## config.mk

```make
export PLATFORM = sky130hd
export DESIGN_NAME = apdt_queue
export DESIGN_NICKNAME = d
export VERILOG_FILES = /design/src/rtl/core/apdt_pkg.sv /design/src/rtl/core/apdt_queue.sv
export SDC_FILE = /design/constraint.sdc
export NUM_CORES = 1
export LEC_CHECK = 0
export BUFFER_PORTS_ARGS = -buffer_cell sky130_fd_sc_hd__buf_2
export CAP_MARGIN = 10
export CELL_PAD_IN_SITES_DETAIL_PLACEMENT = 1
export CELL_PAD_IN_SITES_GLOBAL_PLACEMENT = 1
export CORE_ASPECT_RATIO = 0.8
export CORE_MARGIN = 2
export CORE_UTILIZATION = 40
export DETAILED_ROUTE_END_ITERATION = 12
export PLACE_DENSITY_LB_ADDON = 0.1
export SLEW_MARGIN = 20
export SYNTH_ARGS = -nofsm -noshare
export SYNTH_HDL_FRONTEND = slang
export SYNTH_SLANG_ARGS = --single-unit
```

## constraint.sdc

```tcl
create_clock -name clk_i -period 7.3 [get_ports clk_i]
set_input_delay 1.46 -clock clk_i [delete_from_list [all_inputs] [get_ports clk_i]]
set_output_delay 1.46 -clock clk_i [all_outputs]
set_load 0.02 [all_outputs]
```

## src/rtl/core/apdt_pkg.sv

```systemverilog
package apdt_pkg;

  // table size default, fixed field widths of the result beat and job queue depth
  localparam int unsigned MaxEntriesDef = 64;
  localparam int unsigned SlotW         = 6;
  localparam int unsigned CountW        = 7;
  localparam int unsigned QueueDepth    = 2;

  typedef enum logic [1:0] {
    OP_SCAN  = 2'd0,
    OP_CLEAR = 2'd1,
    OP_DONE  = 2'd2
  } op_e;

  typedef enum logic [2:0] {
    ST_INSERTED = 3'd0,
    ST_UPDATED  = 3'd1,
    ST_DROPPED  = 3'd2,
    ST_CLEARED  = 3'd3,
    ST_DONE     = 3'd4
  } status_e;

  // classified job kind handed from front to back
  typedef enum logic [1:0] {
    KIND_SCAN  = 2'd0,
    KIND_CLEAR = 2'd1,
    KIND_DONE  = 2'd2
  } kind_e;

  typedef struct packed {
    logic [1:0]         opcode;
    logic [47:0]        station_address;
    logic [7:0]         channel_number;
    logic signed [7:0]  signal_strength;
    logic [2:0]         security_class;
    logic [31:0]        now_ms;
  } in_beat_t;

  typedef struct packed {
    status_e                  status;
    logic [SlotW-1:0]         slot_index;
    logic signed [7:0]        stored_strength;
    logic [CountW-1:0]        entry_count;
  } out_beat_t;

  typedef struct packed {
    kind_e              kind;
    logic [47:0]        station_address;
    logic [7:0]         channel_number;
    logic signed [7:0]  signal_strength;
    logic [2:0]         security_class;
    logic [31:0]        now_ms;
  } job_t;

  typedef struct packed {
    logic [47:0]        address;
    logic [7:0]         channel;
    logic signed [7:0]  strength;
    logic [2:0]         security;
    logic [31:0]        last_seen;
  } entry_t;

endpackage

```

## src/rtl/core/apdt_queue.sv

```systemverilog
module apdt_queue (
  input  logic           clk_i,
  input  logic           rst_ni,
  input  logic           push_i,
  input  apdt_pkg::job_t data_i,
  output logic           full_o,
  input  logic           pop_i,
  output apdt_pkg::job_t data_o,
  output logic           empty_o
);

  localparam int unsigned Depth = apdt_pkg::QueueDepth;
  localparam int unsigned PtrW  = (Depth > 1) ? $clog2(Depth) : 1;
  localparam int unsigned CntW  = $clog2(Depth + 1);

  apdt_pkg::job_t    mem_q [Depth];
  logic [PtrW-1:0]   wr_ptr_q, wr_ptr_d;
  logic [PtrW-1:0]   rd_ptr_q, rd_ptr_d;
  logic [CntW-1:0]   cnt_q, cnt_d;
  logic              do_push, do_pop;

  assign full_o  = (cnt_q == CntW'(Depth));
  assign empty_o = (cnt_q == '0);
  assign data_o  = mem_q[rd_ptr_q];
  assign do_push = push_i && !full_o;
  assign do_pop  = pop_i && !empty_o;

  always_comb begin
    wr_ptr_d = wr_ptr_q;
    rd_ptr_d = rd_ptr_q;
    cnt_d    = cnt_q;
    if (do_push) begin
      wr_ptr_d = (wr_ptr_q == PtrW'(Depth - 1)) ? '0 : wr_ptr_q + 1'b1;
    end
    if (do_pop) begin
      rd_ptr_d = (rd_ptr_q == PtrW'(Depth - 1)) ? '0 : rd_ptr_q + 1'b1;
    end
    if (do_push && !do_pop) begin
      cnt_d = cnt_q + 1'b1;
    end else if (do_pop && !do_push) begin
      cnt_d = cnt_q - 1'b1;
    end
  end

  always_ff @(posedge clk_i or negedge rst_ni) begin
    if (!rst_ni) begin
      wr_ptr_q <= '0;
      rd_ptr_q <= '0;
      cnt_q    <= '0;
    end else begin
      wr_ptr_q <= wr_ptr_d;
      rd_ptr_q <= rd_ptr_d;
      cnt_q    <= cnt_d;
    end
  end

  always_ff @(posedge clk_i) begin
    if (do_push) begin
      mem_q[wr_ptr_q] <= data_i;
    end
  end

endmodule

```

Word level (Yosys, flattened, before mapping)
Memories as Yosys holds them, arrays and structs flattened.
Index checks and enable logic that the tools add are counted.
{"block": "word_totals", "n_memories": 1, "wordCells": 25, "regBits": 4, "ramBits": 202, "input_bits": 105}
{"block": "classes", "eq_ne": 1, "reduce_logical": 10, "addsub": 4, "muxes": 6}
{"name": "mem_q", "depth": 2, "width": 101, "read_ports": 1, "rd_clocked_by_memory_dff": 0, "write_ports": 1, "line": "apdt_queue.sv:16", "rtl": "apdt_pkg::job_t mem_q [Depth];"}
{"op": "logical AND 1 bit", "n": 4}
{"op": "zero test 1 bit", "n": 4}
{"op": "two-way mux 1 bit", "n": 4}
{"op": "two-way mux 2 bit", "n": 2}
{"op": "adder 1 bit, second input constant", "n": 2}
{"op": "adder 2 x 1 -> 2 bit, second input constant", "n": 1}
{"op": "== test 2 bit, second input constant", "n": 1}
{"op": "zero test 2 bit", "n": 1}
{"op": "nonzero test 2 bit", "n": 1}
{"op": "subtractor 2 x 1 -> 2 bit, second input constant", "n": 1}

Longest topological paths before layout
{"block": "logic_depth", "word_depth": 7, "ltp_mapped": 7, "ltp_nobuf": 7}

Worst setup path after synthesis
Ideal clock, no wire load.
{"block": "synth_timing", "path_type": "in2reg", "startpoint": "input push_i", "endpoint": "memory mem_q[0][0] in the netlist's numbering, enable pin", "path_buffers": 0, "stages": 2, "setup_time_ns": 0.562, "required_ns": 6.738, "setup_slack_ns": 0.986, "arrival_ns": 5.753, "path_cell_list": "nand2_1 -> nor2_1"}
{"block": "synth_between", "elab_chain_cells": 3}
{"element": "start: declaration", "line": "apdt_queue.sv:4", "rtl": "input logic push_i,"}
{"element": "logical AND 1 bit", "line": "apdt_queue.sv:25", "rtl": "assign do_push = push_i && !full_o;"}
{"element": "two-way mux 1 bit", "line": "apdt_queue.sv:58", "rtl": "if (do_push) begin"}
{"element": "two-way mux 1 bit (not written as such)", "line": "apdt_queue.sv:59", "rtl": "mem_q[wr_ptr_q] <= data_i;"}
{"element": "end: declaration", "line": "apdt_queue.sv:16"}
No other way between the ends.

==> impl_results.md <==
- PortBufs: 207
- Number of buffers added for setup after CTS: 0
- Reported net switching power: 1.31 mW
- Leakage component of the power: 3.87 nW
- Io pins: 208
- Maximum ir drop on the vdd rail: 0.204 mV
- Initial antenna violation count: 3
- Routed length per instance: 17.9 um
- Share of the clock period used by the worst path: 0.604
- Power per Cell Area: 425 nW/um2
- Post-detail-place hpwl: 9700 um
- Status: finished, final reports clean
- Vias in the first global route: 4060
- Flip-flop and latch count after synthesis: 206
- Count of pins over their slew limit: 0
- Cell-internal power: 2.83 mW
- Detailed route wirelength on metal2: 6580 um
- Area post-placement: 9100 um2
- Std cell rows: 45
- Crit path required time: 5840 ps
- TritonCTS clock tree: built
- RSZ-0062 raised after global routing: false
- Max-cap viol count: 0
- Die area: 20700 um2
- Total global routing overflow: 0
- Layout-stage area growth over the synthesis result: 24.9%
- Cell types with the largest area share after synthesis: edfxtp_1 (78%), mux2_4 (15%), mux2_2 (3.0%)
- First-pass GRT wire length: 22700 um
- Critical Path Source Type: flip-flop
- Final GP Congestion: 0.681
- Clock transition time at the flip-flop clock pins of the worst setup and hold paths: 60 ps
- Post-synth net total: 439
- Number of failing setup endpoints in the final timing report: 0
- Dpl cells: 791
- Height of the die: 129 um
- Overall track demand over capacity in global routing: 0.142
- Number of buffers created by CTS: 21
- Vias per Instance: 4.52
- Clock sinks: 206
- Category of the worst setup path capture point: output pin
- Largest buffer count on any clock path: 3
- Area share of the largest cell type after synthesis: 0.777
- Maximum clock frequency: 0.227 GHz
- Portion of total power attributed to sequential cells: 0.425
- Share of post-route cells with drive strength above 1: 0.600
- Iteration-0 DRC count of the detailed router: 185
- Setup slack of the most critical reg-to-reg path: 4750 ps
- Average footprint of a synthesized cell: 23.4 um2
- Share of power burned in the clock network: 0.241
- Effective utilization at floorplan: 0.410
- Slowest stage cell on the critical path: dfrtp_4
- Post-Route Skew: 8.22 ps
- Count of non-filler cells in the finished layout: 828
- Sequential cell area: 6170 um2
- Endpoint arrival time on the critical path: 2950 ps
- Count of antenna-violating nets left after detailed routing: 0
- Fin util: 0.512
- Setup ws final: 2890 ps
- Combined area of the multi-input logic cells: 1540 um2
- Fin crit period: 4410 ps
- Filler Cell Count: 1816
- Max FO, Critical Path: 52
- Total design power: 4.14 mW
- Highest cell delay on the worst timing path: 990 ps
- Critical-path cell list: buf_4 -> mux2_4 -> buf_2
- Die W: 160 um
- Uppermost layer routed: met5
- Clock latency on the worst-skew pair: 480 ps
- Slew at the pin closest to its max-slew limit: 941 ps
- Setup_tns: 0 ps
- CTS Hold Bufs: 0
- Distinct cell type count after synthesis: 16
- Mapped Cells: 333
- Hold Violations, Final: 0
- Part of the total power dissipated in combinational logic: 0.334
- Resized Gates After CTS: 0
- Post-place setup slack: 3340 ps
- Hold slack: 525 ps
- Switching part of the total power: 0.317
- Layout net count: 662
- Total number of vias: 3744
- Total DRC errors in the routed layout: 0
- H-Tree Level Count: 1
- Netlist area before placement: 7810 um2
- YS warnings: 0
- WL final: 14800 um
- Met3 routed WL: 1230 um
- Category of the critical setup timing path: flip-flop to output pin
- Post-synthesis sequential area ratio: 0.790
- First-pass DRT Iterations: 4
- Worst max-slew margin expressed relative to the limit: 0.372
- Ant. Diodes: 0
- Core area: 19000 um2
- Met1 routed wirelength after detailed routing: 6610 um
- Leading area contributor after synthesis: edfxtp_1
- Type of the worst min-delay path: flip-flop to flip-flop
- Maximum number of pins on one net before global-route repair: 57
- Post-Layout Inst Area: 9750 um2
- Root Driver: clkbuf_16
-- cells in the final DEF (no fill, tap or decap) --
| cell type | count |
|---|---|
| buf_2 | 207 |
| edfxtp_1 | 202 |
| mux2_4 | 80 |
| mux2_2 | 21 |
| clkbuf_16 | 21 |
| clkbuf_1 | 6 |
| clkinv_1 | 4 |
| buf_4 | 4 |
| xnor2_1 | 3 |
| clkbuf_8 | 3 |
| dfrtp_1 | 3 |
| inv_1 | 2 |
| nor2_1 | 2 |
| xor2_1 | 2 |
| clkinv_2 | 2 |
| nand2b_1 | 1 |
| nand2_1 | 1 |
| o21ai_0 | 1 |
| and3_4 | 1 |
| nor2_4 | 1 |
| ha_1 | 1 |
| bufinv_16 | 1 |
| dfrtp_4 | 1 |
-- cells by family after synthesis --
kind of cell | count (synthesis) | share of synthesized area
buffers and inverters | 13 | 0.0147
AOI/OAI and AO/OA | 1 | 0.000640
and+or+nand+nor | 6 | 0.00353
xor gates and xnor gates | 5 | 0.00561
adders and majority gates | 1 | 0.00160
muxes | 101 | 0.184
DFF | 206 | 0.790
-- power by group through the flow --
stage / registers, mW / clock network, mW / logic, mW
finish: 1.76 / 0.998 / 1.38
detailed placement: 1.79 / 0 / 1.41
global route: 1.80 / 1.07 / 1.48
global placement: 1.78 / 0 / 1.40
CTS: 1.77 / 1.03 / 1.41
floorplan: 1.73 / 0 / 1.09
-- critical path: cells and delay by family, from the launching register on --
family,cells,cell delay [ps]
flip-flops,1,990
buffers and inverters,2,1010
multiplexers,1,370
-- per-layer routing --
metal / global-route usage / vias to the layer above
li1: - / 1763
met1: 0.186 / 1793
met2: 0.228 / 151
met3: 0.0500 / 33
met4: 0.0408 / 4
met5: 0 / -
-- layout make-up --
class	instances	area share
inverter	2	0.000770
clock buffer	30	0.0604
tap	258	0.0331
sequential	206	0.633
clock inverter	7	0.00565
multi-input combinational	114	0.158
timing repair buffer	211	0.109
-- final timing paths --
check / cells past startpoint / from / to
min in group asynchronous: 1 / rst_ni / wr_ptr_q
hold reg to reg: 1 / cnt_q[1] / cnt_q[1]
hold / removal: 1 / cnt_q[1] / cnt_q[1]
max in group asynchronous: 1 / rst_ni / rd_ptr_q
setup reg to reg: 5 / cnt_q[0] / mem_q[0][2]
setup / recovery: 3 / rd_ptr_q / data_o[61]
-- cells in the mapped netlist --
| library cell | count |
|---|---|
| o21ai_0 | 1 |
| nand2b_1 | 1 |
| dfrtp_1 | 4 |
| buf_2 | 2 |
| nand2_1 | 1 |
| mux2_2 | 21 |
| buf_4 | 1 |
| buf_6 | 8 |
| mux2_4 | 80 |
| xor2_1 | 2 |
| xnor2_1 | 3 |
| ha_1 | 1 |
| nor2_1 | 3 |
| and3_1 | 1 |
| inv_1 | 2 |
| edfxtp_1 | 202 |
-- sequential cells by signal, indices dropped and copies added, names as in the netlist --
register  flops
wr_ptr_q      1
rd_ptr_q      1
cnt_q         2
mem_q       202
(Power assumes the default switching activity.)
