===== config.mk =====
export PLATFORM = sky130hd
export DESIGN_NAME = apdt_front
export DESIGN_NICKNAME = d
export VERILOG_FILES = /design/src/rtl/core/apdt_pkg.sv /design/src/rtl/core/apdt_front.sv
export SDC_FILE = /design/constraint.sdc
export NUM_CORES = 1
export LEC_CHECK = 0
export ABC_AREA = 1
export BUFFER_PORTS_ARGS = -buffer_cell sky130_fd_sc_hd__buf_4
export CAP_MARGIN = 10
export CORE_MARGIN = 2
export CORE_UTILIZATION = 35
export DETAILED_ROUTE_END_ITERATION = 10
export GPL_TIMING_DRIVEN = 0
export PLACE_DENSITY = 0.72
export REMOVE_ABC_BUFFERS = 1
export SLEW_MARGIN = 20
export SYNTH_ARGS = -nofsm -noshare
export SYNTH_HDL_FRONTEND = slang
export SYNTH_SLANG_ARGS = --single-unit
export TNS_END_PERCENT = 100

===== constraint.sdc =====
create_clock -name clk_i -period 5.4 [get_ports clk_i]
set_input_delay 0.81 -clock clk_i [delete_from_list [all_inputs] [get_ports clk_i]]
set_output_delay 0.81 -clock clk_i [all_outputs]
set_load 0.03 [all_outputs]

===== src/rtl/core/apdt_pkg.sv =====
package apdt_pkg;

  // table size default, fixed field widths of the result beat and job queue depth
  localparam int unsigned MaxEntriesDef = 64;
  localparam int unsigned SlotW         = 6;
  localparam int unsigned CountW        = 7;
  localparam int unsigned QueueDepth    = 2;

  typedef enum logic [1:0] {
    OP_SCAN  = 2'd0,
    OP_CLEAR = 2'd1,
    OP_DONE  = 2'd2
  } op_e;

  typedef enum logic [2:0] {
    ST_INSERTED = 3'd0,
    ST_UPDATED  = 3'd1,
    ST_DROPPED  = 3'd2,
    ST_CLEARED  = 3'd3,
    ST_DONE     = 3'd4
  } status_e;

  // classified job kind handed from front to back
  typedef enum logic [1:0] {
    KIND_SCAN  = 2'd0,
    KIND_CLEAR = 2'd1,
    KIND_DONE  = 2'd2
  } kind_e;

  typedef struct packed {
    logic [1:0]         opcode;
    logic [47:0]        station_address;
    logic [7:0]         channel_number;
    logic signed [7:0]  signal_strength;
    logic [2:0]         security_class;
    logic [31:0]        now_ms;
  } in_beat_t;

  typedef struct packed {
    status_e                  status;
    logic [SlotW-1:0]         slot_index;
    logic signed [7:0]        stored_strength;
    logic [CountW-1:0]        entry_count;
  } out_beat_t;

  typedef struct packed {
    kind_e              kind;
    logic [47:0]        station_address;
    logic [7:0]         channel_number;
    logic signed [7:0]  signal_strength;
    logic [2:0]         security_class;
    logic [31:0]        now_ms;
  } job_t;

  typedef struct packed {
    logic [47:0]        address;
    logic [7:0]         channel;
    logic signed [7:0]  strength;
    logic [2:0]         security;
    logic [31:0]        last_seen;
  } entry_t;

endpackage


===== src/rtl/core/apdt_front.sv =====
module apdt_front (
  input  logic              clk_i,
  input  logic              rst_ni,
  input  logic              in_valid_i,
  output logic              in_stall_o,
  input  apdt_pkg::in_beat_t in_beat_i,
  output logic              push_o,
  output apdt_pkg::job_t    job_o,
  input  logic              full_i
);

  logic           valid_q, valid_d;
  apdt_pkg::job_t job_q, job_d;
  logic           load;

  assign push_o     = valid_q && !full_i;
  assign in_stall_o = valid_q && full_i;
  assign load       = in_valid_i && !in_stall_o;
  assign job_o      = job_q;

  always_comb begin
    valid_d = load || (valid_q && !push_o);
    job_d   = job_q;
    if (load) begin
      job_d.station_address = in_beat_i.station_address;
      job_d.channel_number  = in_beat_i.channel_number;
      job_d.signal_strength = in_beat_i.signal_strength;
      job_d.security_class  = in_beat_i.security_class;
      job_d.now_ms          = in_beat_i.now_ms;
      // unused opcode reports like done
      case (in_beat_i.opcode)
        apdt_pkg::OP_SCAN:  job_d.kind = apdt_pkg::KIND_SCAN;
        apdt_pkg::OP_CLEAR: job_d.kind = apdt_pkg::KIND_CLEAR;
        default:            job_d.kind = apdt_pkg::KIND_DONE;
      endcase
    end
  end

  always_ff @(posedge clk_i or negedge rst_ni) begin
    if (!rst_ni) begin
      valid_q <= 1'b0;
    end else begin
      valid_q <= valid_d;
    end
  end

  always_ff @(posedge clk_i) begin
    job_q <= job_d;
  end

endmodule


[Yosys cells after proc, flatten, opt, wreduce, memory -nomap -nowiden]
Cells that the tools add are included.
Word-level totals
  register bits after elaboration: 102
  input bits: 105
  output and inout bits: 103
  word-level logic and storage cells: 18
Operators by class
  equal/unequal tests: 1
  mux-type cells: 1
  reductions and logical operators: 9
Operators with widths (number)
  1-bit logical AND: 4
  2-bit case mux with 2 select lines: 1
  1-bit logical NOT: 3
  2-bit by 1-bit equality test with 1-bit output (second input constant): 1
  2-bit logical NOT: 1
  1-bit logical OR: 1

[Logic depth before layout (Yosys ltp)]
Gate-level depths: netlist of run 1.
  depth in word-level cells: 5
  mapped depth: 2
  depth with buffers taken out: 2

[Least setup slack after synthesis of run 1]
Ideal clock, no wire load.
  kind: input to register
  start: input port in_valid_i
  end: register job_q, in the netlist job_o[0], enable pin
  setup time: 0.594 ns
  arrival: 5.726 ns
  data required time: 4.806 ns
  path slack: -0.919 ns
  cell stages on the path: 2
  buffers on the path: 0
  cells stage by stage: inv_1 > a21oi_1
On the way
  longest elaborated chain between the ends: 1
RTL lines
  start, declared: line apdt_front.sv:4  | input logic in_valid_i,
  1-bit logical AND: line apdt_front.sv:18  | assign load = in_valid_i && !in_stall_o;
  via load: line apdt_front.sv:14  | logic load;
  end signal, assigned: line apdt_front.sv:48  | job_q <= job_d;
  end, declared: line apdt_front.sv:13  | apdt_pkg::job_t job_q, job_d;
The timed path passes the listed nets, and every way through them passes these cells.
A chain may end at the register's enable or synchronous reset.

[Final worst setup path of run 1]
  start: input port full_i
  end: output port in_stall_o
On the way
  longest elaborated chain between the ends: 1
RTL lines
  start, declared: line apdt_front.sv:9  | input logic full_i
  1-bit logical AND: line apdt_front.sv:17  | assign in_stall_o = valid_q && full_i;
  end, declared: line apdt_front.sv:5  | output logic in_stall_o,
No other way between the ends.

==> results_tabular.tex, run 1 <==
\begin{tabular}{lr}
\hline
Metric & Value \\
\hline
\multicolumn{2}{l}{\textbf{Outcome}} \\
\quad Result of the run & complete, no violations \\
\multicolumn{2}{l}{\textbf{Clocking}} \\
\quad CTS H-tree depth & 3 \\
\quad Resized cells post-CTS & 0 \\
\quad Clock tree from TritonCTS & built \\
\quad Clock root cell & sky130\_fd\_sc\_hd\_\_clkbuf\_8 \\
\quad Clock Tree Buf Depth & 2 \\
\quad Sinks on the clock net & about 100 \\
\quad Worst-skew pair later-pin latency & $\sim$0.35 ns \\
\quad Clock transition at path regs & 0.09 ns \\
\quad CTS Hold Bufs & 0 \\
\quad \# Post-CTS Setup Buffers & 0 \\
\quad Number of buffers created by CTS & 9 \\
\multicolumn{2}{l}{\textbf{Synthesis}} \\
\quad Yosys top cell by area & sky130\_fd\_sc\_hd\_\_edfxtp\_1 \\
\quad Leading cell types by count after synthesis & sky130\_fd\_sc\_hd\_\_edfxtp\_1 (101), sky130\_fd\_sc\_hd\_\_inv\_1 (4), sky130\_fd\_sc\_hd\_\_nand2\_1 (2), sky130\_fd\_sc\_hd\_\_nor2\_1 (2) \\
\quad Ys async rst share & less than 1\% \\
\quad Portion of synthesized cell area occupied by the leading cell type & 97.94\% \\
\quad Largest cells by area after synthesis & sky130\_fd\_sc\_hd\_\_edfxtp\_1 (98\%), sky130\_fd\_sc\_hd\_\_dfrtp\_1 (0.81\%), sky130\_fd\_sc\_hd\_\_inv\_1 (0.48\%), sky130\_fd\_sc\_hd\_\_nand2\_1 (0.24\%), sky130\_fd\_sc\_hd\_\_nor2\_1 (0.24\%) \\
\quad Library cells used by synthesis & 7 \\
\quad Seq cells post-synth & approximately 100 \\
\quad Number of warning messages in the yosys log & 0 \\
\quad Count of flip-flops with a built-in enable after synthesis & just over 100 \\
\quad Most used flip-flop cell after synthesis & sky130\_fd\_sc\_hd\_\_edfxtp\_1 \\
\quad Synthesized instance count & 112 \\
\quad Fraction of the yosys area taken by sequential cells & slightly below 100\% \\
\quad Average footprint of a synthesized cell & $\sim$28 um\^{}2 \\
\quad Most frequent cell after synthesis & sky130\_fd\_sc\_hd\_\_edfxtp\_1 \\
\quad Synth Cell Area & just over 0.003 mm\^{}2 \\
\multicolumn{2}{l}{\textbf{Route}} \\
\quad Routed met2 length & 3718 um \\
\quad Met1 WL & roughly 2500 um \\
\quad Via count & $\sim$1,900 \\
\quad TritonRoute pass-1 iters & 4 \\
\quad Routed wire length & between 7000 and 8000 um \\
\quad Drt via density & around 4.3 \\
\quad Final antenna-violating net count & 0 \\
\quad Violation count after the first detailed-routing iteration & 46 \\
\quad Top sig layer & met4 \\
\quad Routed length on met3 & between 800 and 900 um \\
\quad DRC violation count after routing & 0 \\
\quad Routed len/inst & approximately 16 um \\
\multicolumn{2}{l}{\textbf{Worst setup path}} \\
\quad Logic depth of the worst register-to-register path & 2 \\
\quad Critical Setup Path Class & in2out \\
\quad Required time at the endpoint of the critical path & $\sim$4.6 ns \\
\quad Critical path fanouts, max & 3 \\
\quad Worst path arrival time & between 1 and 1.5 ns \\
\quad Type of destination of the critical path & primary output \\
\quad CP Launch Type & input port \\
\multicolumn{2}{l}{\textbf{Die}} \\
\quad Floorplan die area & 0.009616 mm\^{}2 \\
\quad Initial core utilization & a little over a third \\
\quad Area of the placeable core & $\sim$0.0086 mm\^{}2 \\
\quad Rows & 34 \\
\quad Chip Height & 98.06 um \\
\quad Die width & slightly below 100 um \\
\quad Io pins & roughly 210 \\
\multicolumn{2}{l}{\textbf{Timing}} \\
\quad Final clock skew & 0.006445 ns \\
\quad Final setup violating endpoints & 0 \\
\quad Worst-case setup margin in the final layout & approximately 3.4 ns \\
\quad Shortest period the worst path allows & between 2 and 2.5 ns \\
\quad Slew at the pin closest to its max-slew limit & 0.7482 ns \\
\quad Setup TNS after final layout & 0 ns \\
\quad RSZ-0062 raised after global routing & no \\
\quad Final Hold Fails & 0 \\
\quad Maximum achievable frequency & between 400 and 500 MHz \\
\quad Final worst-path cycle share & a little under two fifths \\
\quad Final Slew Violations & 0 \\
\quad Worst relative slew slack & between 50\% and 60\% \\
\multicolumn{2}{l}{\textbf{Global route}} \\
\quad Number of antenna violations at the first check in global routing & 0 \\
\quad Pin count of the biggest net entering global routing & 27 \\
\quad Tot GR Track Use & 14.98\% \\
\quad Total grt overflow & 0 \\
\quad Vias in the first global route & 2,056 \\
\quad Wire length of the first global-routing pass & 10,720 um \\
\multicolumn{2}{l}{\textbf{Layout}} \\
\quad Total inserted antenna cells & 0 \\
\quad Count of nets after finishing & 438 \\
\quad Count of filler cells inserted in the layout & between 600 and 700 \\
\quad Multi-input combinational cell area & approximately 31 um\^{}2 \\
\quad Area overhead of the layout relative to synthesis & 63.72\% \\
\quad Final non-filler cell total & between 400 and 500 \\
\quad Proportion of layout cells with a drive suffix above 1 & around 67\% \\
\quad Sequential cell area & between 0.003 and 0.004 mm\^{}2 \\
\multicolumn{2}{l}{\textbf{Place}} \\
\quad Worst slack, placed & 3.259 ns \\
\quad Count of input and output buffers & between 200 and 250 \\
\quad Total half-perimeter wirelength after legalization and detailed placement & approximately 5700 um \\
\quad Final weighted congestion of routability-driven global placement & a little under 0.7 \\
\quad Total instance count after detailed placement & 430 \\
\multicolumn{2}{l}{\textbf{Pwr}} \\
\quad Highest ir drop seen on vdd & approximately 0.00016 V \\
\quad Pleak & $\sim$2.1 nW \\
\quad PwrDens & about 310 mW/mm\^{}2 \\
\multicolumn{2}{l}{\textbf{Run}} \\
\quad Max Cap Viol & 0 \\
\multicolumn{2}{l}{\textbf{Min path}} \\
\quad Class of the worst hold path & in2async \\
\hline
\end{tabular}
-- cells in the final DEF (no fill, tap or decap) --
| cell | synthesis | final |
|---|---|---|
| sky130_fd_sc_hd__inv_1 | 4 | 4 |
| sky130_fd_sc_hd__dfrtp_1 | 1 | 1 |
| sky130_fd_sc_hd__clkinvlp_4 | 0 | 3 |
| sky130_fd_sc_hd__clkinv_1 | 0 | 1 |
| sky130_fd_sc_hd__clkbuf_8 | 0 | 9 |
| sky130_fd_sc_hd__nand2_1 | 2 | 2 |
| sky130_fd_sc_hd__buf_16 | 0 | 4 |
| sky130_fd_sc_hd__clkbuf_1 | 1 | 2 |
| sky130_fd_sc_hd__a21oi_4 | 0 | 1 |
| sky130_fd_sc_hd__buf_4 | 0 | 207 |
| sky130_fd_sc_hd__nor2_1 | 2 | 2 |
| sky130_fd_sc_hd__edfxtp_1 | 101 | 101 |
| sky130_fd_sc_hd__inv_6 | 0 | 1 |
-- cells by family after synthesis --
kind of cell | Yosys count | synth area share (%)
buffers and inverters | 5 | 0.6058
and+or+nand+nor | 4 | 0.4850
AOI/OAI and AO/OA | 1 | 0.1615
DFF | 102 | 98.75
-- state kept, by name (all words and copies together), names as in the netlist --
name	count
valid_q	1
job_o	101
-- final timing paths --
| path | from | to | slack (ns) |
|---|---|---|---|
| worst max-delay path | full_i | in_stall_o | 3.37 |
| worst min-delay path | rst_ni | valid_q$_DFF_PN0_ | 0.22 |
| worst max register to register | valid_q$_DFF_PN0_ | job_o[31]$_DFFE_PP_ | 3.78 |
| worst min register to register | valid_q$_DFF_PN0_ | valid_q$_DFF_PN0_ | 0.61 |
| max in group asynchronous | rst_ni | valid_q$_DFF_PN0_ | 5.09 |
| min in group clk_i | valid_q$_DFF_PN0_ | valid_q$_DFF_PN0_ | 0.61 |
-- critical path: stages --
cell,delay (ns)
sky130_fd_sc_hd__buf_4,0.13
sky130_fd_sc_hd__nand2_1,0.08
sky130_fd_sc_hd__inv_1,0.04
sky130_fd_sc_hd__buf_4,0.16
-- report_power, final --
group	switching, mW	internal, mW
sequential	0.0120	0.922
combinational	0.134	0.108
clock	0.250	0.168
total	0.396	1.20
-- final cells by class --
cell class	instances	share of cell area, %
Clock buffer	11	2.591
Clock inverter	5	0.6910
Inverter	4	0.2962
Multi-Input combinational cell	5	0.6170
Sequential cell	102	60.32
Tap cell	108	2.665
Timing Repair Buffer	211	32.82
-- metrics by stage --
stage / hold slack [ns] / util (%) / area, um^2 / total power [mW]
floorplan: 0.4777 / - / 3093 / 1.062
global placement: 0.4993 / 55.38 / 4782 / 1.188
detailed placement: 0.5836 / 56.78 / 4903 / 1.197
CTS: 0.2011 / 58.71 / 5070 / 1.616
global route: 0.1984 / 58.71 / 5070 / 1.658
finish: 0.2241 / 58.71 / 5070 / 1.594
-- layer usage --
metal	vias up	global-route usage [%]
met1	886	16.33
met2	121	24.82
li1	880	-
met4	0	7.479
met5	-	0
met3	15	6.729
(Power assumes the default switching activity.)
==> inputs of run 2 (changes only) <==
- PLACE_DENSITY: 0.72 -> 0.69
- clock period: 5.4 -> 2 ns (I/O delays scaled with it)
==> run 2 against run 1 <==
Against the previous run: global-route usage is 0.22 points lower; largest cell class unchanged; count of clock-buffer cells in the layout decreased by 1; die area unchanged; largest power group unchanged; critical endpoint is now job_o[29]$_DFFE_PP_.
==> results_tabular.tex, run 2 (synthesis results as in run 1) <==
\begin{tabular}{lr}
\hline
Metric & Value \\
\hline
\multicolumn{2}{l}{\textbf{Layout}} \\
\quad Count of nets after finishing & approximately 440 \\
\quad Total inserted antenna cells & 0 \\
\quad Fin util & 58.81\% \\
\quad Leading cell type in the layout, fill and taps excluded & sky130\_fd\_sc\_hd\_\_buf\_4 \\
\quad Area overhead of the layout relative to synthesis & 64.00\% \\
\quad Final non-filler cell total & 447 \\
\quad Proportion of layout cells with a drive suffix above 1 & between 60\% and 70\% \\
\quad Flip-flop count of the largest register after layout & about 100 \\
\quad Most frequent cells in the layout & sky130\_fd\_sc\_hd\_\_buf\_4 (207), sky130\_fd\_sc\_hd\_\_edfxtp\_1 (101), sky130\_fd\_sc\_hd\_\_clkbuf\_8 (9) \\
\multicolumn{2}{l}{\textbf{Worst setup path}} \\
\quad Cells along the critical path & a21oi\_4 -> buf\_16 -> buf\_16 \\
\quad Delay-heaviest family, CP & compound AO/OA/AOI/OAI gates \\
\quad CP peak stage delay & 0.58 ns \\
\quad R2R Path Start & valid\_q\$\_DFF\_PN0\_ \\
\quad Register-to-Register Setup Slack & about 0.24 ns \\
\quad Buffers \& Inverters on Critical Path & 2 \\
\quad Required time at the endpoint of the critical path & between 2 and 2.5 ns \\
\quad Worst path arrival time & $\sim$1.8 ns \\
\quad Logic depth of the worst register-to-register path & 3 \\
\quad CP Launch Type & flop \\
\quad Library cell contributing the largest single delay on the critical path & sky130\_fd\_sc\_hd\_\_a21oi\_4 \\
\quad Type of destination of the critical path & flop \\
\quad Terminus of the critical flop-to-flop path & job\_o[29]\$\_DFFE\_PP\_ \\
\quad Number of logic stages on the critical path including buffering & 3 \\
\quad Critical Setup Path Class & reg2reg \\
\quad Critical path fanouts, max & 26 \\
\quad Cell repeated most along the worst path & sky130\_fd\_sc\_hd\_\_buf\_16 \\
\multicolumn{2}{l}{\textbf{Die}} \\
\quad Area of the placeable core & 0.008636 mm\^{}2 \\
\quad Floorplan die area & about 0.0096 mm\^{}2 \\
\quad Initial core utilization & a little over a third \\
\quad Die width & a little under 100 um \\
\quad Rows & 34 \\
\quad Io pins & between 200 and 250 \\
\quad Chip Height & just under 100 um \\
\multicolumn{2}{l}{\textbf{Timing}} \\
\quad Setup TNS after final layout & 0 ns \\
\quad Final setup violating endpoints & 0 \\
\quad RSZ-0062 raised after global routing & no \\
\quad Slew at the pin closest to its max-slew limit & 0.6822 ns \\
\quad Final Slew Violations & 0 \\
\quad Final worst-path cycle share & slightly below 90\% \\
\quad Minimum hold slack & 0.1198 ns \\
\quad Final clock skew & around 0.010 ns \\
\quad Final Hold Fails & 0 \\
\quad Shortest period the worst path allows & $\sim$1.8 ns \\
\quad Worst relative slew slack & 54.42\% \\
\quad Maximum achievable frequency & between 500 and 600 MHz \\
\multicolumn{2}{l}{\textbf{Clocking}} \\
\quad Number of buffers created by CTS & 9 \\
\quad Clock transition at path regs & roughly 0.1 ns \\
\quad Clock root cell & sky130\_fd\_sc\_hd\_\_clkbuf\_8 \\
\quad Resized cells post-CTS & 0 \\
\quad Worst-skew pair later-pin latency & about 0.35 ns \\
\quad Sinks on the clock net & 102 \\
\quad Clock Tree Buf Depth & 2 \\
\quad Clock tree from TritonCTS & built \\
\quad CTS H-tree depth & 3 \\
\multicolumn{2}{l}{\textbf{Run}} \\
\quad Max Cap Viol & 0 \\
\multicolumn{2}{l}{\textbf{Global route}} \\
\quad Wire length of the first global-routing pass & 10,520 um \\
\quad Total grt overflow & 0 \\
\quad Pin count of the biggest net entering global routing & 27 \\
\quad Vias in the first global route & 1,955 \\
\quad Number of antenna violations at the first check in global routing & 0 \\
\quad Tot GR Track Use & approximately 15\% \\
\multicolumn{2}{l}{\textbf{Place}} \\
\quad Total instance count after detailed placement & 430 \\
\quad Count of input and output buffers & 207 \\
\quad Total half-perimeter wirelength after legalization and detailed placement & between 5000 and 6000 um \\
\quad Final weighted congestion of routability-driven global placement & 0.7212 \\
\multicolumn{2}{l}{\textbf{Min path}} \\
\quad Hold Path Origin & in\_beat\_i[65] \\
\quad Min-Delay Endpoint & job\_o[65]\$\_DFFE\_PP\_ \\
\quad Hold Path Stages & 1 \\
\quad Class of the worst hold path & in2reg \\
\multicolumn{2}{l}{\textbf{Route}} \\
\quad Drt via density & between 4 and 5 \\
\quad Routed len/inst & 16.13 um \\
\quad DRC violation count after routing & 0 \\
\quad Routed wire length & just over 7000 um \\
\quad TritonRoute pass-1 iters & 4 \\
\quad Via count & 1,926 \\
\quad Final antenna-violating net count & 0 \\
\quad Violation count after the first detailed-routing iteration & 57 \\
\multicolumn{2}{l}{\textbf{Pwr}} \\
\quad Total power after layout & approximately 4.3 mW \\
\quad PwrDens & 846.7 mW/mm\^{}2 \\
\quad Pleak & between 2 and 2.5 nW \\
\quad Highest ir drop seen on vdd & 0.0003716 V \\
\multicolumn{2}{l}{\textbf{Outcome}} \\
\quad Result of the run & complete, no violations \\
\hline
\end{tabular}
[run 2: final cells by class]
type	count	area, um^2
Sequential cell	102	3058
Multi-Input combinational cell	5	31.28
Fill cell	659	3557
Inverter	4	15.01
Clock buffer	10	127.6
Timing Repair Buffer	212	1674
Tap cell	108	135.1
Clock inverter	6	37.54
[run 2: report_power, final]
group	switching, mW	internal [mW]
registers	0.0330	2.49
logic	0.361	0.293
clock network	0.675	0.450
total	1.07	3.23
[run 2: timing repair]
item,CTS,global route
hold buffers,1,0
setup endpoints to repair,0,0
setup buffers,0,0
endpoints found under the hold margin,1,0
[run 2: worst max path at each step]
stage / start / end
6_report: valid_q$_DFF_PN0_ / job_o[29]$_DFFE_PP_
5_1_grt: valid_q$_DFF_PN0_ / job_o[29]$_DFFE_PP_
4_1_cts: valid_q$_DFF_PN0_ / job_o[68]$_DFFE_PP_
3_5_place_dp: full_i / job_o[68]$_DFFE_PP_
3_3_place_gp: full_i / job_o[29]$_DFFE_PP_
2_1_floorplan: valid_q$_DFF_PN0_ / job_o[0]$_DFFE_PP_
[run 2: stage by stage]
step	instance area [um^2]	worst slack [ns]
6_report	5079	0.2435
3_5_place_dp	4903	0.2305
5_1_grt	5079	0.1317
3_3_place_gp	4782	-5.586
4_1_cts	5079	0.2230
2_1_floorplan	3093	-3.862
[run 2: layer usage]
metal / vias to the layer above / routed length [um] / global-route usage (%)
met4: 0 / 126 / 6.517
met1: 909 / 2604 / 17.10
li1: 885 / - / -
met5: - / 0 / 0
met2: 120 / 3641 / 23.60
met3: 12 / 836 / 6.872
[run 2: worst reg2reg max path: stages, from the launching register on]
cell                      delay, ns
sky130_fd_sc_hd__dfrtp_1       0.43
sky130_fd_sc_hd__a21oi_4       0.58
sky130_fd_sc_hd__buf_16        0.25
sky130_fd_sc_hd__buf_16        0.19
==> inputs of run 3 (changes only) <==
- CORE_MARGIN: 2 -> not set
==> run 3 against run 2 <==
Against the previous run: non-clock buffer count unchanged; sequential power barely moved; utilization is 3.0 points higher; count of clock-buffer cells in the layout up 2; wire length is 4.6% lower; critical endpoint is now job_o[40]$_DFFE_PP_; setup slack worse by 0.013 ns; cell area increased by 2.1%; fmax is 0.72% lower; via count decreased by 1.4%; clock skew down 0.0023 ns; total power is 12% higher; first-iteration DRC count is 46% lower; critical path type unchanged.
==> results_tabular.tex, run 3 (synthesis results as in run 1) <==
\begin{tabular}{lr}
\hline
Metric & Value \\
\hline
\multicolumn{2}{l}{\textbf{Outcome}} \\
\quad Result of the run & complete, no violations \\
\multicolumn{2}{l}{\textbf{Place}} \\
\quad Count of input and output buffers & about 210 \\
\quad Final weighted congestion of routability-driven global placement & around 0.70 \\
\quad Worst slack, placed & around 0.048 ns \\
\quad Total instance count after detailed placement & approximately 430 \\
\multicolumn{2}{l}{\textbf{Timing}} \\
\quad Shortest period the worst path allows & around 1.8 ns \\
\quad Final Slew Violations & 0 \\
\quad Final setup violating endpoints & 0 \\
\quad Setup TNS after final layout & 0 ns \\
\quad RSZ-0062 raised after global routing & no \\
\quad Final Hold Fails & 0 \\
\quad Final clock skew & just under 0.008 ns \\
\quad Worst relative slew slack & about 62\% \\
\quad Slew at the pin closest to its max-slew limit & between 0.5 and 0.6 ns \\
\quad Final worst-path cycle share & slightly below 90\% \\
\quad Maximum achievable frequency & around 570 MHz \\
\quad Worst-case setup margin in the final layout & 0.2308 ns \\
\multicolumn{2}{l}{\textbf{Pwr}} \\
\quad PwrDens & a little over 900 mW/mm\^{}2 \\
\quad Highest ir drop seen on vdd & about 0.00060 V \\
\quad Pleak & 2.191 nW \\
\multicolumn{2}{l}{\textbf{Clocking}} \\
\quad \# Post-CTS Setup Buffers & 0 \\
\quad Clock tree from TritonCTS & built \\
\quad Number of buffers created by CTS & 9 \\
\quad Clock root cell & sky130\_fd\_sc\_hd\_\_clkbuf\_8 \\
\quad Worst-skew pair later-pin latency & 0.34 ns \\
\quad Sinks on the clock net & between 100 and 150 \\
\quad CTS H-tree depth & 3 \\
\quad Clock transition at path regs & about 0.09 ns \\
\quad Resized cells post-CTS & 0 \\
\quad Clock Tree Buf Depth & 2 \\
\multicolumn{2}{l}{\textbf{Layout}} \\
\quad Count of nets after finishing & 440 \\
\quad Area overhead of the layout relative to synthesis & 67.39\% \\
\quad Total inserted antenna cells & 0 \\
\quad Most frequent cells in the layout & sky130\_fd\_sc\_hd\_\_buf\_4 (207), sky130\_fd\_sc\_hd\_\_edfxtp\_1 (101), sky130\_fd\_sc\_hd\_\_clkbuf\_8 (10) \\
\quad Leading cell type in the layout, fill and taps excluded & sky130\_fd\_sc\_hd\_\_buf\_4 \\
\quad Proportion of layout cells with a drive suffix above 1 & 66.76\% \\
\quad Flip-flop count of the largest register after layout & 101 \\
\quad Final non-filler cell total & between 400 and 500 \\
\multicolumn{2}{l}{\textbf{Worst setup path}} \\
\quad Type of destination of the critical path & flop \\
\quad Critical path fanouts, max & 26 \\
\quad Critical Setup Path Class & reg2reg \\
\quad CP Launch Type & flop \\
\quad Required time at the endpoint of the critical path & roughly 2.1 ns \\
\quad Logic depth of the worst register-to-register path & 4 \\
\quad Worst path arrival time & $\sim$1.8 ns \\
\quad Register-to-Register Setup Slack & between 0.2 and 0.25 ns \\
\multicolumn{2}{l}{\textbf{Die}} \\
\quad Chip Height & slightly below 100 um \\
\quad Floorplan die area & 0.009228 mm\^{}2 \\
\quad Rows & 33 \\
\quad Initial core utilization & a little under two fifths \\
\quad Io pins & about 210 \\
\quad Area of the placeable core & 0.008382 mm\^{}2 \\
\quad Die width & approximately 96 um \\
\multicolumn{2}{l}{\textbf{Global route}} \\
\quad Met3 routing resource usage after global routing & roughly 7.6\% \\
\quad Tot GR Track Use & between 10 and 15\% \\
\quad Number of antenna violations at the first check in global routing & 0 \\
\quad Total grt overflow & 0 \\
\quad Most crowded layer after global routing & met2 \\
\quad Wire length of the first global-routing pass & 9177 um \\
\quad Pin count of the biggest net entering global routing & 27 \\
\quad GR Layer Usage met1 & between 10\% and 20\% \\
\quad Met2 capacity usage during global routing & roughly 24\% \\
\quad Vias in the first global route & between 1,500 and 2,000 \\
\multicolumn{2}{l}{\textbf{Route}} \\
\quad Routed wire length & between 6000 and 7000 um \\
\quad Via count & approximately 1,900 \\
\quad Violation count after the first detailed-routing iteration & 31 \\
\quad DRC violation count after routing & 0 \\
\quad TritonRoute pass-1 iters & 3 \\
\quad Routed len/inst & about 15 um \\
\quad Final antenna-violating net count & 0 \\
\quad Drt via density & around 4.3 \\
\multicolumn{2}{l}{\textbf{Min path}} \\
\quad Class of the worst hold path & in2reg \\
\quad Hold Path Stages & 1 \\
\multicolumn{2}{l}{\textbf{Run}} \\
\quad Max Cap Viol & 0 \\
\hline
\end{tabular}
==> run 3: critical path, stage by stage, from the launching register on <==
cell	delay (ns)
sky130_fd_sc_hd__dfrtp_1	0.45
sky130_fd_sc_hd__a21oi_4	0.43
sky130_fd_sc_hd__buf_16	0.22
sky130_fd_sc_hd__buf_16	0.17
sky130_fd_sc_hd__buf_16	0.18
==> run 3: where the power goes <==
part | internal, mW | leakage [nW] | switching, mW
clock network | 0.993 | 0.131 | 0.636
logic | 0.293 | 1.09 | 0.360
registers | 2.49 | 0.973 | 0.0330
total | 3.78 | 2.19 | 1.03
==> run 3: area by class of cell <==
class                           count  area [um^2]
Inverter                            4        15.01
Sequential cell                   102         3058
Clock inverter                      4        120.1
Multi-Input combinational cell      6        40.04
Timing Repair Buffer              212         1674
Fill cell                         646         3198
Tap cell                          105        131.4
Clock buffer                       12        145.1
==> run 3: stage by stage <==
step                util (%)  power, mW  hold WS [ns]  cell area (um^2)
global route           61.85      4.977       0.08607              5184
detailed placement     58.46      3.231       0.07598              4900
floorplan                  -      2.868      0.004409              3093
global placement       57.01      3.208       0.07525              4778
CTS                    61.74      4.867       0.09275              5175
finish                 61.85      4.805        0.1175              5184
==> run 3: what timing repair did <==
item                                    4_1_cts  5_1_grt
hold buffers                                  1        0
endpoints found under the hold margin         1        0
endpoints found under the setup margin        0       26
==> run 3: path summary, 6_finish.rpt <==
path | startpoint | to
max | valid_q$_DFF_PN0_ | job_o[40]$_DFFE_PP_
min | in_beat_i[49] | job_o[49]$_DFFE_PP_
max reg2reg | valid_q$_DFF_PN0_ | job_o[40]$_DFFE_PP_
min reg2reg | valid_q$_DFF_PN0_ | valid_q$_DFF_PN0_
max in group asynchronous | rst_ni | valid_q$_DFF_PN0_
min in group asynchronous | rst_ni | valid_q$_DFF_PN0_
==> run 3: routing by layer <==
layer / up-vias / part of all wire, % / wire length [um]
met5: - / 0 / 0
met4: 0 / 1.5 / 104
met3: 10 / 14 / 957
met2: 127 / 52 / 3572
met1: 878 / 33 / 2241
li1: 884 / - / -
